==> config.mk <==
export PLATFORM = sky130hd
export DESIGN_NAME = ias_cell
export DESIGN_NICKNAME = d
export VERILOG_FILES = /design/src/rtl/ias_pkg.sv /design/src/rtl/ias_cell.sv
export SDC_FILE = /design/constraint.sdc
export NUM_CORES = 1
export LEC_CHECK = 0
export ABC_AREA = 1
export BUFFER_PORTS_ARGS = -buffer_cell sky130_fd_sc_hd__buf_2
export CAP_MARGIN = 20
export CORE_UTILIZATION = 41
export DETAILED_ROUTE_END_ITERATION = 6
export PLACE_DENSITY_LB_ADDON = 0.12
export SLEW_MARGIN = 5
export SYNTH_ARGS = -nofsm -noshare
export SYNTH_HDL_FRONTEND = slang
export SYNTH_SLANG_ARGS = --single-unit
==> constraint.sdc <==
create_clock -name clk -period 2.35 [get_ports clk]
set_input_delay 0.3525 -clock clk [delete_from_list [all_inputs] [get_ports clk]]
set_output_delay 0.3525 -clock clk [all_outputs]
set_load 0.005 [all_outputs]
==> src/rtl/ias_pkg.sv <==
// shared types for the insertion sorter: payload structs, cell control, fsm codes
`default_nettype none
package ias_pkg;

	localparam int unsigned DataWidth = 32;

	// input transfer payload
	typedef struct packed {
		logic signed [DataWidth-1:0] value;
		logic                        last_item;
	} in_t;

	// output transfer payload
	typedef struct packed {
		logic signed [DataWidth-1:0] sorted_value;
		logic                        last_result;
		logic                        overflowed;
	} out_t;

	// contents of one cell
	typedef struct packed {
		logic                        valid;
		logic signed [DataWidth-1:0] value;
	} cell_data_t;

	// command broadcast to every cell
	typedef struct packed {
		logic                        insert;
		logic                        shift;
		logic signed [DataWidth-1:0] value;
	} cell_ctrl_t;

	// control states, one-hot
	typedef enum logic [1:0] {
		ST_LOAD  = 2'b01,
		ST_DRAIN = 2'b10
	} state_t;

endpackage
`default_nettype wire

==> src/rtl/ias_cell.sv <==
// one insertion cell: holds a value; new or left value on insert, right value on shift
`default_nettype none
module ias_cell (
	input  wire logic               clk,
	input  wire logic               arst_n,
	input  wire ias_pkg::cell_ctrl_t ctrl,
	input  wire logic               left_gt,
	input  wire ias_pkg::cell_data_t left_data,
	input  wire ias_pkg::cell_data_t right_data,
	output ias_pkg::cell_data_t     data,
	output logic                    gt
);

	logic                                 valid_q;
	logic signed [ias_pkg::DataWidth-1:0] value_q;
	ias_pkg::cell_data_t                  data_q;
	ias_pkg::cell_data_t                  data_d;

	assign data_q = {valid_q, value_q};

	// new value belongs at or before this cell (empty cells count as +inf)
	assign gt = !data_q.valid || (ctrl.value < data_q.value);

	// next contents
	always_comb begin
		data_d = data_q;
		priority if (ctrl.insert) begin
			if (left_gt) begin
				data_d = left_data;
			end else if (gt) begin
				data_d.valid = 1'b1;
				data_d.value = ctrl.value;
			end
		end else if (ctrl.shift) begin
			data_d = right_data;
		end
	end

	// valid bit
	always_ff @(posedge clk or negedge arst_n) begin
		if (!arst_n) begin
			valid_q <= 1'b0;
		end else begin
			valid_q <= data_d.valid;
		end
	end

	// value, no reset
	always_ff @(posedge clk) begin
		value_q <= data_d.value;
	end

	assign data = data_q;

endmodule
`default_nettype wire

# Word level (Yosys, flattened, before mapping)
# Cells that the tools add are included.
# classes
reduce_logical	4
mux	4
n_eq_ne	1
n_lt_le_gt_ge	1
# ops
operator	count
$mux 33	4
$lt 32x32->1	1
$ne 3x1->1 const B	1
$reduce_and 2->1	1
$reduce_bool 2->1	1
$logic_not 1->1	1
$logic_or 1x1->1	1
# word_totals
reg_bits	33
inputBits	103

# Logic depth before layout (Yosys ltp)
# depth
ltp_word	5
ltp_mapped	17
ltp_nobuf	17

# Worst setup path after synthesis
# OpenSTA, ideal clock, no wires.
# synth_path
path_type	reg2reg
startpoint	register value_q[21] (netlist bit)
endpoint	register value_q[0] (netlist bit), enable pin
path_stages_with_launch	12
setup_time_ps	387
path_slack_ps	-105
t_arrival_ps	2069
n_path_buf	0
path_cell_list	edfxtp_1 -> inv_1 -> ha_1 -> a21oi_1 -> nor2_1 -> nor2_1 -> nand3_1 -> a21oi_1 -> nand3_1 -> nand4_2 -> nand2_2 -> inv_1
# synth_via
elab_chain_len	4
# synth_lines
element	line	rtl
start, declared	ias_cell.sv:15	logic signed [ias_pkg::DataWidth-1:0] value_q;
start signal, assigned	ias_cell.sv:50	value_q <= data_d.value;
$lt 32x32->1	ias_cell.sv:22	assign gt = !data_q.valid || (ctrl.value < data_q.value);
$logic_or 1x1->1	ias_cell.sv:22	
$ne 3x1->1 (no source line)	n/a	
$reduce_and 2->1 (no source line)	n/a	
# Every way passes these cells.
# A chain may end at the register's enable or synchronous reset.

# Worst setup path in the final report
# layout_path
startpoint	register value_q[21] (netlist bit)
endpoint	output gt
# layout_via
elab_chain_len	2
# layout_lines
element	line	rtl
$lt 32x32->1	ias_cell.sv:22	
$logic_or 1x1->1	ias_cell.sv:22	
end, declared	ias_cell.sv:11	output logic gt
# Every way passes these cells.

==> metrics.txt <==
fin crit share 96.46%; first-pass GRT wire length 9660 um; global route overflow 0; Final Wtd Congestion 0.8100; biggest area consumer among synthesized cells edfxtp_1; Slew @ Worst Pin 0.5090 ns; r2r worst-path depth 13; DRC viols 0; fmax 441.1 MHz; clk sinks 33; Switch Pwr 0.5340 mW; Avg WL per Cell 11.65 um; Sw Ratio 30.65%; Netlist cell types 21; die width 79.48 um; final hold violations 0; Initial Util 43.62%; Total Power 1.742 mW; Die Height 79.48 um; Detailed Place HPWL 4902 um; initial antenna violation count 0; CTS tree built; PwrDens 510.8 nW/um^2; # nets final 595; worst hold path type input port to flip-flop; Comb power frac 33.1%; DRT antenna net count 0; H-tree depth 2; clock latency on the worst-skew pair 0.28 ns; Seq/Total Area, Yosys 40.06%; post-synthesis compound-gate area fraction 4.016%; largest family of logic cells by synthesized area simple AND/OR/NAND/NOR gates; Yosys reg bits 33; Die Footprint 6316 um^2; Syn Inst Count 321; share of the synthesized area in the top cell type 39.04%; Worst setup SP type flip-flop; vias 2,463; Reg power frac 44.5%; syn avg cell area 7.667 um^2; vias per cell 4.621; Area growth, synth to finish 38.59%; R2R Setup Slk 0.15 ns; pin count of the biggest net entering global routing 33; clock network fraction of design power 22.4%; Leakage 1.864 nW; CTS root buffer clkbuf_8; vias in the first global route 2,246; ratio of cells with drive above 1 in the final layout 37.09%; Worst Path Required 2.00 ns; Mapped Nets 455; Non-Filler Instances 533; simple-gate share of the synthesized area 31.93%; I/O pins 137; Num CTS Buffers 5; port bufs 136; Critical Path Fanout Max 2; Adder-Cell Fraction of Synth Area 15.76%; Synth area leaders edfxtp_1 (39%), nand2_1 (20%), ha_1 (16%); synthesized area 2461 um^2; Inst Count DP 524; Slew headroom 66.03%; worst vdd ir 340.8 uV; crit end category output port; 1st-pass router iterations 4; outcome finished, final reports clean; depth of the worst hold-timing path 3; mux share of post-synthesis cell area 0%; unrepaired setup endpoints after global routing true; yosys warns 0; n_diodes 0; Worst EP arrival 1.91 ns; Power Internal 1.208 mW; Crit Path Category flip-flop to output port; gr usage total 19.78%; final slew viol count 0; Final setup viols 0; worst hold margin 0.3565 ns; core region area 5642 um^2; Max Clock Skew 0.005489 ns; total of max-cap violations 0; Reg clk slew, reported paths 0.06 ns; row count 27; xor/xnor share of the synthesized area 0%; CTS Buffer Depth 2; drt initial violations 81; total wire length 6210 um; Period minus WS final 2.267 ns
-- per-stage QoR --
step                      utilization (%)  setup slack (ns)  cell area [um^2]  setup TNS (ns)
after floorplan                         -           0.05870              2465               0
after global placement              57.51            0.1462              3244               0
after detailed placement            57.51            0.1076              3244               0
after CTS                           59.04           0.07580              3331               0
after global routing                60.46          -0.07945              3411         -0.6129
final                               60.46           0.08311              3411               0
-- worst max-delay path, cell delays in order, from the launching register on --
cell and delay, ns:
edfxtp_1 0.41, inv_1 0.08, ha_1 0.24, a21oi_2 0.12
nor2_1 0.05, nor2_1 0.12, nand3_2 0.08, a21oi_2 0.20
nand2_2 0.07, nand2_2 0.08, nand3_2 0.06, buf_6 0.12
-- state kept, by name, indices dropped and copies added, names as in the netlist --
signal   flops
valid_q      1
value_q     32
-- layout by cell type (no fill, tap or decap), types with 3 or more instances in the layout --
master,instances
buf_4,5
edfxtp_1,32
buf_2,135
nand3_1,35
a21oi_1,9
nand2_2,5
clkbuf_8,5
ha_1,29
nor2_1,8
nand3_2,3
a21oi_2,5
inv_1,41
nand2_1,126
-- cell families after synthesis --
kind of cell,Yosys count
flops,33
fa+ha+maj,31
buf+inv,53
compound gates,19
simple gates,185
-- cell type report --
class                   instances  area [um^2]
flip-flops and latches         33        985.9
clock inverters                 1        3.754
multi-input cells             235         1339
repair buffers                143        754.5
well taps                      72        90.09
inverters                      43        165.2
clock buffers                   6        72.57
fillers                       544         2231
-- layer usage --
metal  share of wire, %  GRT usage, %  up-vias
li1                   -             -     1318
met1                 46         24.73     1051
met2                 46         33.68       92
met3                7.0         4.800        2
met4               0.47         5.455        0
met5                  0             0        -
-- power by group through the flow --
stage	sequential [mW]	combinational [mW]	clock [mW]
after floorplan	0.794	0.283	0
after global placement	0.788	0.528	0
after detailed placement	0.788	0.539	0
after CTS	0.776	0.546	0.401
after global routing	0.785	0.659	0.428
final	0.776	0.577	0.389
-- Yosys cell counts (all sizes together) --
library cell / count
nand2: 131
inv: 43
nand3: 38
edfxtp: 32
ha: 31
a21oi: 14
nor2: 11
clkbuf: 6
buf: 4
o21ai: 4
nand4: 2
nor3: 2
dfrtp: 1
o22a: 1
or2: 1
-- repair_timing --
action / CTS / global route
hold endpoints to repair: 1 / 0
gates resized for setup: 0 / 15
endpoints found under the setup margin: 0 / 33
buffers inserted: 0 / 1
hold buffers: 1 / 0
-- path summary, 6_finish.rpt --
kind / start / to
max: value_q[21] / gt
min: right_data[29] / value_q[29]
max reg2reg: value_q[21] / value_q[9]
min reg2reg: valid_q / valid_q
max in group asynchronous: arst_n / valid_q
min in group asynchronous: arst_n / valid_q
(Power assumes the default switching activity.)
